`src/rtl/rbfc_pkg.sv`:
```
`timescale 1ns / 1ps
`default_nettype none

package rbfc_pkg;

    // Field widths of the channels
    localparam int OP_W       = 2;
    localparam int CNT_W      = 31;
    localparam int OFS_W      = 30;
    localparam int BSZ_W      = 31;
    localparam int FSM_W      = 23;
    localparam int STAT32_W   = 32;
    localparam int STAT48_W   = 48;
    localparam int IDX_W      = 2;
    localparam int CFG_DATA_W = 31;

    // Opcodes
    localparam logic [OP_W-1:0] OP_ARRIVE  = 2'd0;
    localparam logic [OP_W-1:0] OP_CONSUME = 2'd1;
    localparam logic [OP_W-1:0] OP_CLEAR   = 2'd2;
    localparam logic [OP_W-1:0] OP_NOP     = 2'd3;

    // Register indexes
    localparam logic [IDX_W-1:0] REG_BUFFER_SIZE    = 2'd0;
    localparam logic [IDX_W-1:0] REG_FREE_SPACE_MIN = 2'd1;
    localparam logic [IDX_W-1:0] REG_BUSY_ENABLE    = 2'd2;

    // Register reset values
    localparam logic [BSZ_W-1:0] BUFFER_SIZE_RST    = 31'd1073741824;
    localparam logic [FSM_W-1:0] FREE_SPACE_MIN_RST = 23'd4194304;

    // Step strobes from the controller to the datapath
    typedef struct packed {
        logic load;
        logic calc;
        logic check;
        logic commit;
        logic report;
    } rbfc_cmd_t;

    // One result word
    typedef struct packed {
        logic                accepted;
        logic [OFS_W-1:0]    write_offset;
        logic [OFS_W-1:0]    read_offset;
        logic [CNT_W-1:0]    bytes_available;
        logic                full_res;
        logic                full_occurred;
        logic                busy_res;
        logic [STAT32_W-1:0] packets_received;
        logic [STAT32_W-1:0] packets_lost;
        logic [STAT48_W-1:0] bytes_received;
        logic [STAT48_W-1:0] bytes_lost;
        logic [STAT32_W-1:0] buffer_wraps;
    } rbfc_res_t;

endpackage

`default_nettype wire

```
`src/rtl/rbfc_if.sv`:
```
`timescale 1ns / 1ps
`default_nettype none

// Event channel: opcode and byte count
interface rbfc_evt_if import rbfc_pkg::*; ();
    logic             valid;
    logic             ready;
    logic [OP_W-1:0]  opcode;
    logic [CNT_W-1:0] byte_count;

    modport source (output valid, opcode, byte_count, input ready);
    modport sink   (input valid, opcode, byte_count, output ready);
endinterface

// Result channel: one word per event
interface rbfc_res_if import rbfc_pkg::*; ();
    logic                valid;
    logic                ready;
    logic                accepted;
    logic [OFS_W-1:0]    write_offset;
    logic [OFS_W-1:0]    read_offset;
    logic [CNT_W-1:0]    bytes_available;
    logic                full_res;
    logic                full_occurred;
    logic                busy_res;
    logic [STAT32_W-1:0] packets_received;
    logic [STAT32_W-1:0] packets_lost;
    logic [STAT48_W-1:0] bytes_received;
    logic [STAT48_W-1:0] bytes_lost;
    logic [STAT32_W-1:0] buffer_wraps;

    modport source (output valid, accepted, write_offset, read_offset, bytes_available,
                    full_res, full_occurred, busy_res, packets_received, packets_lost,
                    bytes_received, bytes_lost, buffer_wraps, input ready);
    modport sink   (input valid, accepted, write_offset, read_offset, bytes_available,
                    full_res, full_occurred, busy_res, packets_received, packets_lost,
                    bytes_received, bytes_lost, buffer_wraps, output ready);
endinterface

// Configuration write channel
interface rbfc_cfg_if import rbfc_pkg::*; ();
    logic                  valid;
    logic                  ready;
    logic [IDX_W-1:0]      index;
    logic [CFG_DATA_W-1:0] data;

    modport source (output valid, index, data, input ready);
    modport sink   (input valid, index, data, output ready);
endinterface

`default_nettype wire

```
`src/rtl/rbfc_ctrl.sv`:
```
`timescale 1ns / 1ps
`default_nettype none

module rbfc_ctrl import rbfc_pkg::*;
(
    input  logic      clk,
    input  logic      rst_n,
    input  logic      evt_valid,
    output logic      evt_ready,
    output logic      res_valid,
    input  logic      res_ready,
    output rbfc_cmd_t cmd
);

    localparam logic [2:0] ST_IDLE   = 3'd0;
    localparam logic [2:0] ST_CALC   = 3'd1;
    localparam logic [2:0] ST_CHECK  = 3'd2;
    localparam logic [2:0] ST_COMMIT = 3'd3;
    localparam logic [2:0] ST_REPORT = 3'd4;

    logic [2:0] state_reg;
    logic [2:0] state_next;
    logic       res_valid_reg;
    logic       res_valid_next;
    logic       out_free;

    // Output register can take a word when empty or being drained
    assign out_free  = !res_valid_reg || res_ready;
    assign evt_ready = (state_reg == ST_IDLE);
    assign res_valid = res_valid_reg;

    // Sequence one event through the datapath steps
    always_comb
    begin
        cmd        = '0;
        state_next = state_reg;
        case (state_reg)
            ST_IDLE:
            begin
                if (evt_valid)
                begin
                    cmd.load   = 1'b1;
                    state_next = ST_CALC;
                end
            end
            ST_CALC:
            begin
                cmd.calc   = 1'b1;
                state_next = ST_CHECK;
            end
            ST_CHECK:
            begin
                cmd.check  = 1'b1;
                state_next = ST_COMMIT;
            end
            ST_COMMIT:
            begin
                cmd.commit = 1'b1;
                state_next = ST_REPORT;
            end
            ST_REPORT:
            begin
                if (out_free)
                begin
                    cmd.report = 1'b1;
                    state_next = ST_IDLE;
                end
            end
            default:
            begin
                state_next = ST_IDLE;
            end
        endcase
    end

    // Hold the result word until the receiver takes it
    always_comb
    begin
        res_valid_next = res_valid_reg;
        if (cmd.report)
        begin
            res_valid_next = 1'b1;
        end
        else if (res_ready)
        begin
            res_valid_next = 1'b0;
        end
    end

    always_ff @(posedge clk or negedge rst_n)
    begin
        if (!rst_n)
        begin
            state_reg     <= ST_IDLE;
            res_valid_reg <= 1'b0;
        end
        else
        begin
            state_reg     <= state_next;
            res_valid_reg <= res_valid_next;
        end
    end

    a_accept_starts_calc: assert property (@(posedge clk) disable iff (!rst_n)
        (evt_valid && evt_ready) |=> (state_reg == ST_CALC))
        else $error("accepted event did not start the calculation step");

    a_valid_from_report: assert property (@(posedge clk) disable iff (!rst_n)
        $rose(res_valid_reg) |-> $past(state_reg == ST_REPORT))
        else $error("result word appeared outside the report step");

    a_one_step: assert property (@(posedge clk) disable iff (!rst_n)
        $onehot0(cmd))
        else $error("more than one datapath step strobed");

endmodule

`default_nettype wire

```
`src/rtl/rbfc_datapath.sv`:
```
`timescale 1ns / 1ps
`default_nettype none

module rbfc_datapath import rbfc_pkg::*;
#(
    parameter int POINTER_BITS = 30,
    parameter int MAX_PACKET   = 16384
)
(
    input  logic                  clk,
    input  logic                  rst_n,
    input  rbfc_cmd_t             cmd,
    input  logic [OP_W-1:0]       opcode,
    input  logic [CNT_W-1:0]      byte_count,
    input  logic                  cfg_write,
    input  logic [IDX_W-1:0]      cfg_index,
    input  logic [CFG_DATA_W-1:0] cfg_data,
    output rbfc_res_t             res
);

    localparam int PB    = POINTER_BITS;
    localparam int LEN_W = $clog2(MAX_PACKET + 1);
    localparam int END_W = PB + 1;
    localparam int WIDE  = (PB + 2 > 32) ? PB + 2 : 32;
    localparam logic [LEN_W-1:0] MAX_LEN   = LEN_W'(MAX_PACKET);
    localparam logic [WIDE-1:0]  RING_LIM  = WIDE'(1) << PB;
    localparam logic [WIDE-1:0]  MAX_WIDE  = WIDE'(MAX_PACKET);

    // Configuration registers
    logic [BSZ_W-1:0] bsize_reg;
    logic [FSM_W-1:0] fsm_reg;
    logic             busy_en_reg;

    // Event latch and working registers
    logic [OP_W-1:0]  op_reg;
    logic [CNT_W-1:0] cnt_reg;
    logic [LEN_W-1:0] len_reg;
    logic [END_W-1:0] nh_reg;
    logic [WIDE-1:0]  tsum_reg;
    logic [CNT_W:0]   fsum_reg;
    logic [WIDE-1:0]  ring_reg;
    logic [PB-1:0]    wroff_reg;
    logic             wrap_reg;
    logic             hit_wrap_reg;
    logic             hit_keep_reg;
    logic [FSM_W-1:0] gap_wrap_reg;
    logic [FSM_W-1:0] gap_keep_reg;
    logic             tzero_reg;
    logic             acc_reg;
    logic             acc_next;
    rbfc_res_t        res_reg;

    // Ring state
    logic [PB-1:0]       head_reg,       head_next;
    logic [PB-1:0]       tail_reg,       tail_next;
    logic [END_W-1:0]    wrap_end_reg,   wrap_end_next;
    logic [CNT_W-1:0]    free_reg,       free_next;
    logic                full_reg,       full_next;
    logic                seen_reg,       seen_next;
    logic                busy_reg,       busy_next;
    logic [STAT32_W-1:0] pkts_rx_reg,    pkts_rx_next;
    logic [STAT32_W-1:0] pkts_lost_reg,  pkts_lost_next;
    logic [STAT48_W-1:0] bytes_rx_reg,   bytes_rx_next;
    logic [STAT48_W-1:0] bytes_lost_reg, bytes_lost_next;
    logic [STAT32_W-1:0] wraps_reg,      wraps_next;

    // Step combinational values
    logic [LEN_W-1:0]    len_calc;
    logic [WIDE-1:0]     gap_keep_full;
    logic [CNT_W-1:0]    fsat;
    logic                hit;
    logic [FSM_W-1:0]    gap;
    logic [STAT48_W:0]   bytes_sum;
    logic [CNT_W-1:0]    avail;

    // Take configuration writes
    always_ff @(posedge clk or negedge rst_n)
    begin
        if (!rst_n)
        begin
            bsize_reg   <= BUFFER_SIZE_RST;
            fsm_reg     <= FREE_SPACE_MIN_RST;
            busy_en_reg <= 1'b1;
        end
        else if (cfg_write)
        begin
            case (cfg_index)
                REG_BUFFER_SIZE:    bsize_reg   <= cfg_data[BSZ_W-1:0];
                REG_FREE_SPACE_MIN: fsm_reg     <= cfg_data[FSM_W-1:0];
                REG_BUSY_ENABLE:    busy_en_reg <= cfg_data[0];
                default:            ;
            endcase
        end
    end

    // Clamp the packet length
    assign len_calc = (cnt_reg > CNT_W'(MAX_PACKET)) ? MAX_LEN : LEN_W'(cnt_reg);

    // Gap from the unwrapped head up to the tail
    assign gap_keep_full = WIDE'(tail_reg) - WIDE'(nh_reg);

    // Latch the event, then compute sums and compares a step at a time
    always_ff @(posedge clk)
    begin
        if (cmd.load)
        begin
            op_reg  <= opcode;
            cnt_reg <= byte_count;
        end
        if (cmd.calc)
        begin
            len_reg   <= len_calc;
            nh_reg    <= END_W'(head_reg) + END_W'(len_calc);
            tsum_reg  <= WIDE'(tail_reg) + WIDE'(cnt_reg);
            fsum_reg  <= {1'b0, free_reg} + {1'b0, cnt_reg};
            ring_reg  <= (WIDE'(bsize_reg) < RING_LIM) ? WIDE'(bsize_reg) : RING_LIM;
            wroff_reg <= (op_reg == OP_CLEAR) ? '0 : head_reg;
        end
        if (cmd.check)
        begin
            wrap_reg     <= (WIDE'(nh_reg) + MAX_WIDE) > ring_reg;
            hit_keep_reg <= (WIDE'(tail_reg) >= WIDE'(nh_reg))
                            && (gap_keep_full < WIDE'(fsm_reg));
            gap_keep_reg <= FSM_W'(gap_keep_full);
            hit_wrap_reg <= WIDE'(tail_reg) < WIDE'(fsm_reg);
            gap_wrap_reg <= FSM_W'(tail_reg);
            tzero_reg    <= (tsum_reg == WIDE'(wrap_end_reg));
        end
        if (cmd.commit)
        begin
            acc_reg <= acc_next;
        end
        if (cmd.report)
        begin
            res_reg <= '{
                accepted:         acc_reg,
                write_offset:     OFS_W'(wroff_reg),
                read_offset:      OFS_W'(tail_reg),
                bytes_available:  avail,
                full_res:         full_reg,
                full_occurred:    seen_reg,
                busy_res:         busy_reg && busy_en_reg,
                packets_received: pkts_rx_reg,
                packets_lost:     pkts_lost_reg,
                bytes_received:   bytes_rx_reg,
                bytes_lost:       bytes_lost_reg,
                buffer_wraps:     wraps_reg
            };
        end
    end

    // Saturate the freed-space sum and pick the watermark gap
    assign fsat = fsum_reg[CNT_W] ? '1 : fsum_reg[CNT_W-1:0];
    assign hit  = wrap_reg ? hit_wrap_reg : hit_keep_reg;
    assign gap  = wrap_reg ? gap_wrap_reg : gap_keep_reg;

    // Update the ring state at commit
    always_comb
    begin
        head_next       = head_reg;
        tail_next       = tail_reg;
        wrap_end_next   = wrap_end_reg;
        free_next       = free_reg;
        full_next       = full_reg;
        seen_next       = seen_reg;
        busy_next       = busy_reg;
        pkts_rx_next    = pkts_rx_reg;
        pkts_lost_next  = pkts_lost_reg;
        bytes_rx_next   = bytes_rx_reg;
        bytes_lost_next = bytes_lost_reg;
        wraps_next      = wraps_reg;
        acc_next        = 1'b0;
        bytes_sum       = '0;
        if (cmd.commit)
        begin
            case (op_reg)
                OP_ARRIVE:
                begin
                    if (cnt_reg != '0)
                    begin
                        if (full_reg)
                        begin
                            // Drop the packet
                            if (!(&pkts_lost_reg))
                            begin
                                pkts_lost_next = pkts_lost_reg + 1'b1;
                            end
                            bytes_sum       = {1'b0, bytes_lost_reg}
                                              + (STAT48_W + 1)'(len_reg);
                            bytes_lost_next = bytes_sum[STAT48_W] ? '1
                                              : bytes_sum[STAT48_W-1:0];
                        end
                        else
                        begin
                            // Store the packet and advance the head
                            acc_next = 1'b1;
                            if (wrap_reg)
                            begin
                                wrap_end_next = nh_reg;
                                head_next     = '0;
                                if (!(&wraps_reg))
                                begin
                                    wraps_next = wraps_reg + 1'b1;
                                end
                            end
                            else
                            begin
                                head_next = nh_reg[PB-1:0];
                            end
                            if (hit)
                            begin
                                if (busy_en_reg)
                                begin
                                    free_next = CNT_W'(gap);
                                    busy_next = 1'b1;
                                end
                                full_next = 1'b1;
                                seen_next = 1'b1;
                            end
                            if (!(&pkts_rx_reg))
                            begin
                                pkts_rx_next = pkts_rx_reg + 1'b1;
                            end
                            bytes_sum     = {1'b0, bytes_rx_reg}
                                            + (STAT48_W + 1)'(len_reg);
                            bytes_rx_next = bytes_sum[STAT48_W] ? '1
                                            : bytes_sum[STAT48_W-1:0];
                        end
                    end
                end
                OP_CONSUME:
                begin
                    // Advance the tail and release busy past the watermark
                    tail_next = tzero_reg ? '0 : tsum_reg[PB-1:0];
                    if (busy_reg && busy_en_reg)
                    begin
                        free_next = fsat;
                        if (fsat > CNT_W'(fsm_reg))
                        begin
                            busy_next = 1'b0;
                        end
                    end
                    full_next = 1'b0;
                end
                OP_CLEAR:
                begin
                    head_next       = '0;
                    tail_next       = '0;
                    full_next       = 1'b0;
                    seen_next       = 1'b0;
                    busy_next       = 1'b0;
                    free_next       = bsize_reg;
                    pkts_rx_next    = '0;
                    pkts_lost_next  = '0;
                    bytes_rx_next   = '0;
                    bytes_lost_next = '0;
                end
                OP_NOP:
                begin
                    acc_next = 1'b0;
                end
                default:
                begin
                    acc_next = 1'b0;
                end
            endcase
        end
    end

    always_ff @(posedge clk or negedge rst_n)
    begin
        if (!rst_n)
        begin
            head_reg       <= '0;
            tail_reg       <= '0;
            wrap_end_reg   <= '0;
            free_reg       <= BUFFER_SIZE_RST;
            full_reg       <= 1'b0;
            seen_reg       <= 1'b0;
            busy_reg       <= 1'b0;
            pkts_rx_reg    <= '0;
            pkts_lost_reg  <= '0;
            bytes_rx_reg   <= '0;
            bytes_lost_reg <= '0;
            wraps_reg      <= '0;
        end
        else
        begin
            head_reg       <= head_next;
            tail_reg       <= tail_next;
            wrap_end_reg   <= wrap_end_next;
            free_reg       <= free_next;
            full_reg       <= full_next;
            seen_reg       <= seen_next;
            busy_reg       <= busy_next;
            pkts_rx_reg    <= pkts_rx_next;
            pkts_lost_reg  <= pkts_lost_next;
            bytes_rx_reg   <= bytes_rx_next;
            bytes_lost_reg <= bytes_lost_next;
            wraps_reg      <= wraps_next;
        end
    end

    // Contiguous readable span from the tail
    always_comb
    begin
        if (tail_reg < head_reg)
        begin
            avail = CNT_W'(head_reg - tail_reg);
        end
        else if ((head_reg == tail_reg) && !full_reg)
        begin
            avail = '0;
        end
        else if (wrap_end_reg > END_W'(tail_reg))
        begin
            avail = CNT_W'(wrap_end_reg - END_W'(tail_reg));
        end
        else
        begin
            avail = '0;
        end
    end

    assign res = res_reg;

    a_busy_implies_seen: assert property (@(posedge clk) disable iff (!rst_n)
        busy_reg |-> seen_reg)
        else $error("busy set without the sticky full flag");

    a_full_implies_seen: assert property (@(posedge clk) disable iff (!rst_n)
        full_reg |-> seen_reg)
        else $error("full set without the sticky full flag");

    a_commit_after_check: assert property (@(posedge clk) disable iff (!rst_n)
        cmd.commit |-> $past(cmd.check))
        else $error("commit without a preceding check step");

endmodule

`default_nettype wire

```
`src/rtl/ring_buffer_flow_control.sv`:
```
// Ring buffer flow control: tracks head, tail and end mark of a byte ring
// that receives variable-length packets, with a watermark that raises full
// and busy, and saturating packet and byte statistics. No payload is held.
//
// Channels: evt carries one event word (opcode, byte_count): arrival,
// consume, clear or no operation. res returns exactly one result word per
// event. cfg writes buffer_size, free_space_min and busy_enable by index;
// it is always ready and must be written only while no event is in flight,
// a rule the user keeps; the block itself does not enforce it.
// Once an event is accepted, the controller runs a four-step sequence
// (sum, compare, commit, report) and registers the result word at the
// report step. evt is ready only while the controller is idle, so a new
// event is taken only after the last one has been reported.
//
// Stall: a result word waits in the output register; the next event is
// still accepted, and its result is held in the report step until the
// register drains.
// Reset: pointers, flags and counters clear, free count and registers take
// their reset values; no clearing pass is needed.
`timescale 1ns / 1ps
`default_nettype none

module ring_buffer_flow_control import rbfc_pkg::*;
#(
    parameter int POINTER_BITS = 30,
    parameter int MAX_PACKET   = 16384
)
(
    input  logic      clk,
    input  logic      rst_n,
    rbfc_evt_if.sink  evt,
    rbfc_res_if.source res,
    rbfc_cfg_if.sink  cfg
);

    rbfc_cmd_t cmd;
    rbfc_res_t res_word;
    logic      evt_ready;
    logic      res_valid;

    // Sequence each event
    rbfc_ctrl u_ctrl (
        .clk       (clk),
        .rst_n     (rst_n),
        .evt_valid (evt.valid),
        .evt_ready (evt_ready),
        .res_valid (res_valid),
        .res_ready (res.ready),
        .cmd       (cmd)
    );

    // Ring state, statistics and configuration
    rbfc_datapath #(
        .POINTER_BITS (POINTER_BITS),
        .MAX_PACKET   (MAX_PACKET)
    ) u_datapath (
        .clk        (clk),
        .rst_n      (rst_n),
        .cmd        (cmd),
        .opcode     (evt.opcode),
        .byte_count (evt.byte_count),
        .cfg_write  (cfg.valid),
        .cfg_index  (cfg.index),
        .cfg_data   (cfg.data),
        .res        (res_word)
    );

    assign evt.ready = evt_ready;
    assign cfg.ready = 1'b1;

    // Drive the result channel
    assign res.valid            = res_valid;
    assign res.accepted         = res_word.accepted;
    assign res.write_offset     = res_word.write_offset;
    assign res.read_offset      = res_word.read_offset;
    assign res.bytes_available  = res_word.bytes_available;
    assign res.full_res         = res_word.full_res;
    assign res.full_occurred    = res_word.full_occurred;
    assign res.busy_res         = res_word.busy_res;
    assign res.packets_received = res_word.packets_received;
    assign res.packets_lost     = res_word.packets_lost;
    assign res.bytes_received   = res_word.bytes_received;
    assign res.bytes_lost       = res_word.bytes_lost;
    assign res.buffer_wraps     = res_word.buffer_wraps;

endmodule

`default_nettype wire

```
`src/flat_wrapper.sv`:
```
// flat-port wrapper written by rule: the top's interface ports become plain ports
module ring_buffer_flow_control_flat import rbfc_pkg::*;
#(
    parameter int POINTER_BITS = 30,
    parameter int MAX_PACKET   = 16384
)
  (clk, rst_n, evt_valid, evt_opcode, evt_byte_count, evt_ready, res_valid, res_accepted, res_write_offset, res_read_offset, res_bytes_available, res_full_res, res_full_occurred, res_busy_res, res_packets_received, res_packets_lost, res_bytes_received, res_bytes_lost, res_buffer_wraps, res_ready, cfg_valid, cfg_index, cfg_data, cfg_ready);
  rbfc_evt_if evt_i ();
  rbfc_res_if res_i ();
  rbfc_cfg_if cfg_i ();
  input  logic clk;
  input  logic rst_n;
  input wire logic [$bits(evt_i.valid)-1:0] evt_valid;
  input wire logic [$bits(evt_i.opcode)-1:0] evt_opcode;
  input wire logic [$bits(evt_i.byte_count)-1:0] evt_byte_count;
  output wire logic [$bits(evt_i.ready)-1:0] evt_ready;
  output wire logic [$bits(res_i.valid)-1:0] res_valid;
  output wire logic [$bits(res_i.accepted)-1:0] res_accepted;
  output wire logic [$bits(res_i.write_offset)-1:0] res_write_offset;
  output wire logic [$bits(res_i.read_offset)-1:0] res_read_offset;
  output wire logic [$bits(res_i.bytes_available)-1:0] res_bytes_available;
  output wire logic [$bits(res_i.full_res)-1:0] res_full_res;
  output wire logic [$bits(res_i.full_occurred)-1:0] res_full_occurred;
  output wire logic [$bits(res_i.busy_res)-1:0] res_busy_res;
  output wire logic [$bits(res_i.packets_received)-1:0] res_packets_received;
  output wire logic [$bits(res_i.packets_lost)-1:0] res_packets_lost;
  output wire logic [$bits(res_i.bytes_received)-1:0] res_bytes_received;
  output wire logic [$bits(res_i.bytes_lost)-1:0] res_bytes_lost;
  output wire logic [$bits(res_i.buffer_wraps)-1:0] res_buffer_wraps;
  input wire logic [$bits(res_i.ready)-1:0] res_ready;
  input wire logic [$bits(cfg_i.valid)-1:0] cfg_valid;
  input wire logic [$bits(cfg_i.index)-1:0] cfg_index;
  input wire logic [$bits(cfg_i.data)-1:0] cfg_data;
  output wire logic [$bits(cfg_i.ready)-1:0] cfg_ready;
  assign evt_i.valid = evt_valid;
  assign evt_i.opcode = evt_opcode;
  assign evt_i.byte_count = evt_byte_count;
  assign evt_ready = evt_i.ready;
  assign res_valid = res_i.valid;
  assign res_accepted = res_i.accepted;
  assign res_write_offset = res_i.write_offset;
  assign res_read_offset = res_i.read_offset;
  assign res_bytes_available = res_i.bytes_available;
  assign res_full_res = res_i.full_res;
  assign res_full_occurred = res_i.full_occurred;
  assign res_busy_res = res_i.busy_res;
  assign res_packets_received = res_i.packets_received;
  assign res_packets_lost = res_i.packets_lost;
  assign res_bytes_received = res_i.bytes_received;
  assign res_bytes_lost = res_i.bytes_lost;
  assign res_buffer_wraps = res_i.buffer_wraps;
  assign res_i.ready = res_ready;
  assign cfg_i.valid = cfg_valid;
  assign cfg_i.index = cfg_index;
  assign cfg_i.data = cfg_data;
  assign cfg_ready = cfg_i.ready;
  ring_buffer_flow_control #(.POINTER_BITS(POINTER_BITS), .MAX_PACKET(MAX_PACKET)) u_core (.clk(clk), .rst_n(rst_n), .evt(evt_i), .res(res_i), .cfg(cfg_i));
endmodule
```
`config.mk`:
```
export PLATFORM = sky130hd
export DESIGN_NAME = ring_buffer_flow_control_flat
export DESIGN_NICKNAME = d
export VERILOG_FILES = /design/src/rtl/rbfc_pkg.sv /design/src/rtl/rbfc_if.sv /design/src/rtl/rbfc_ctrl.sv /design/src/rtl/rbfc_datapath.sv /design/src/rtl/ring_buffer_flow_control.sv /design/src/flat_wrapper.sv
export SDC_FILE = /design/constraint.sdc
export NUM_CORES = 2
export LEC_CHECK = 0
export BUFFER_PORTS_ARGS = -buffer_cell sky130_fd_sc_hd__buf_2
export CAP_MARGIN = 10
export CORE_UTILIZATION = 65
export CTS_CLUSTER_DIAMETER = 200
export DETAILED_ROUTE_END_ITERATION = 10
export MAX_ROUTING_LAYER = met4
export PLACE_DENSITY = 0.85
export SKIP_CTS_REPAIR_TIMING = 1
export SLEW_MARGIN = 40
export SYNTH_ARGS = -nofsm -noshare
export SYNTH_HDL_FRONTEND = slang
export SYNTH_SLANG_ARGS = --single-unit
```
`constraint.sdc`:
```
create_clock -name clk -period 36.9 [get_ports clk]
set_input_delay 7.38 -clock clk [delete_from_list [all_inputs] [get_ports clk]]
set_output_delay 7.38 -clock clk [all_outputs]
set_load 0.05 [all_outputs]
```
==> metrics.md <==
| Metric | Value |
|---|---|
| Vias per cell | `6.31` |
| Synth Area in Compound Gates | `13.4%` |
| Final design utilization | `74.5%` |
| Max IR drop VDD | `58.4 uV` |
| Synthesized area | `47300 sq um` |
| Critical Path Source Type | `input port` |
| Post-synth top area cell | `edfxtp_1` |
| Worst hold path depth | `0` |
| Initial core utilization | `65.9%` |
| Total GRT Usage | `34.4%` |
| Clock skew | `0.0224 ns` |
| Clk buf depth | `3` |
| Routability cong. | `0.963` |
| Gate count of the mapped netlist | `4230` |
| Die height | `272 microns` |
| DIE AREA | `73900 sq um` |
| Dpl hpwl | `89400 microns` |
| Crit-path max FO | `84` |
| Top_reg_cell synth | `edfxtp_1` |
| Ys async rst share | `41.0%` |
| Wire length per cell | `21.8 microns` |
| R2R cell count | `15` |
| P&R area growth vs syn | `12.9%` |
| Routed Antenna Nets | `0` |
| RSZ-0062 raised after global routing | `no` |
| Clk Latency, worst-skew pair | `0.67 ns` |
| CTS root buf | `clkbuf_16` |
| Reg2Reg Setup Slack | `31.80 ns` |
| I/O pin cnt | `361` |
| First-pass GRT wire length | `191000 microns` |
| Vias in the first global route | `34.6k` |
| # fillers | `4697` |
| Area contributors post-synth | `edfxtp_1 34%, dfrtp_1 20%, ha_1 8.0%` |
| Commonest non-fill, non-tap cell in the layout | `edfxtp_1` |
| Slew @ Worst Pin | `0.827 ns` |
| Slew HR | `44.8%` |
| Total Power | `5.08 mW` |
| Setup TNS | `0 ns` |
| Total Nets Final | `4979` |
| Register area | `25700 sq um` |
| Clock transition at path regs | `0.06 ns` |
| Core Rows | `98` |
| Synth unique cells | `103` |
| Hold Path Sink | `u_core.u_datapath.res[270]` |
| Final setup viols | `0` |
| TritonCTS Sinks | `918` |
| Core ar. | `71700 sq um` |
| Hold Path Class | `reg2reg` |
| Number of flops mapped to enable cells by yosys | `542` |
| Run status | `completed` |
| Tcrit/Tclk final | `24.7%` |
| Leak | `22.9 nW` |
| Yosys reg bits | `918` |
| TritonCTS Buffers | `94` |
| Syn avg cell area | `11.2 sq um` |
| Worst Hold Launch | `u_core.u_datapath.wroff_reg[14]` |
| Xor and xnor area share after synthesis | `5.09%` |
| Element type at the critical path end | `flip-flop` |
| DR pass1 iterations | `8` |
| Critical path arrival | `9.39 ns` |
| Most frequent cells in the layout | `542 x edfxtp_1, 403 x nand2_1, 372 x dfrtp_1` |
| P per Cell Area | `95.1 nW/um^2` |
| Synth Area in Adders | `8.33%` |
| Yosys warns | `0` |
| Share of cells above drive strength 1 | `15.2%` |
| Multi-input logic area | `20500 sq um` |
| CP required | `37.18 ns` |
| Net Count, Synth | `4611` |
| Remaining DRCs | `0` |
| TritonCTS clock tree | `built` |
| H-tree depth | `3` |
| Maxcap violations | `0` |
| Sequential area share after synthesis | `54.3%` |
| Slew Viols, Final | `0` |
| Mux cell area share after synthesis | `2.88%` |
| Worst r2r src | `u_core.u_datapath.tail_reg[4]` |
| GRT overflow | `0` |
| Top cell type's share of synthesized area | `34.4%` |
| DR iter-0 viols | `4124` |
| Initial antenna violation count | `4` |
| Chip width | `272 microns` |
| Max Freq | `110 MHz` |
| Port buffer count | `359` |
| Reg2reg end | `u_core.u_datapath.hit_keep_reg` |
| Max FFs per register | `287` |
| Final Critical Period | `9.11 ns` |
| Hold violation total from the final report | `0` |
| Vias | `35.5k` |
| Critical path class | `in2reg` |
| WL final | `123000 microns` |
| Largest net degree at the start of global routing | `138` |
| Largest family of logic cells by synthesized area | `simple AND/OR/NAND/NOR gates` |
| Simple-Gate Fraction of Synth Area | `13.5%` |
-- worst max path at each step --
stage / start / to
2_1_floorplan: res_ready / u_core.u_datapath.res[0]
3_3_place_gp: res_ready / u_core.u_datapath.res[15]
3_5_place_dp: res_ready / u_core.u_datapath.res[14]
4_1_cts: u_core.u_ctrl.state_reg[1] / evt_ready
5_1_grt: res_ready / u_core.u_datapath.res[151]
6_report: res_ready / u_core.u_datapath.res[140]
-- report_power, final --
group	total [mW]	switching, mW	internal [mW]	leakage, nW
registers	1.73	0.244	1.48	9.91
clock network	0.954	0.407	0.547	1.52
logic	2.40	1.50	0.899	11.5
total	5.08	2.15	2.93	22.9
-- critical path, cell delays in order --
cell and delay, ns:
buf_2 0.08, nand2b_1 0.14, and3_4 0.41, buf_6 0.59, buf_6 0.64
-- area by class of cell --
class	count	share of cell area [%]
repair buffers	394	4.14
clock buffers	138	5.05
diodes	2	0.00937
clock inverters	39	0.761
multi-input cells	3000	38.4
well taps	950	2.22
flip-flops and latches	918	48.1
inverters	190	1.33
-- synth_stat cells, types with 22 or more instances --
library cell and count:
o22ai_1 25, nor2b_1 94, inv_1 188, mux2i_1 36
and3_1 69, o21a_1 50, clkbuf_1 87, nor2_1 249
a21o_1 99, mux2_2 89, xnor2_1 150, nand3_1 131
nor3_1 78, xor2_1 125, nand2b_1 44, and2_1 47
a21oi_1 276, nand2_1 404, a22o_1 32, a31oi_1 34
nor4_1 24, dfrtp_1 372, o21bai_1 27, o21ai_1 22
nand4_1 50, a211oi_1 25, or2_2 33, ha_1 302
edfxtp_1 542, o21ai_0 233
-- per-stage QoR --
step	instances	hold WS [ns]	instance area [sq um]	setup WS [ns]
global route	5631	0.419	53400	27.68
finish	5631	0.412	53400	27.79
global placement	5447	0.402	50100	26.34
detailed placement	5451	0.405	50300	27.18
floorplan	4230	0.400	47300	22.12
CTS	5628	0.416	53400	27.84
-- cell families (layout without fill, tap and decap cells) --
kind of cell / after synthesis / after routing
DFF: 918 / 918
AOI/OAI and AO/OA: 991 / 991
muxes: 125 / 125
xor gates and xnor gates: 275 / 275
other: 1 / 3
and+or+nand+nor: 1298 / 1298
adders and majority gates: 310 / 310
buffers and inverters: 312 / 761
-- metal layers --
| layer | track usage (%) | share of wire [%] | vias to the layer above |
|---|---|---|---|
| met1 | 44.9 | 40 | 17227 |
| met3 | 4.42 | 8.3 | 325 |
| met2 | 54.2 | 47 | 1736 |
| met5 | - | 0 | - |
| met4 | 15.3 | 4.4 | 0 |
| li1 | - | - | 16231 |
Power figures use the tool's default switching activity.
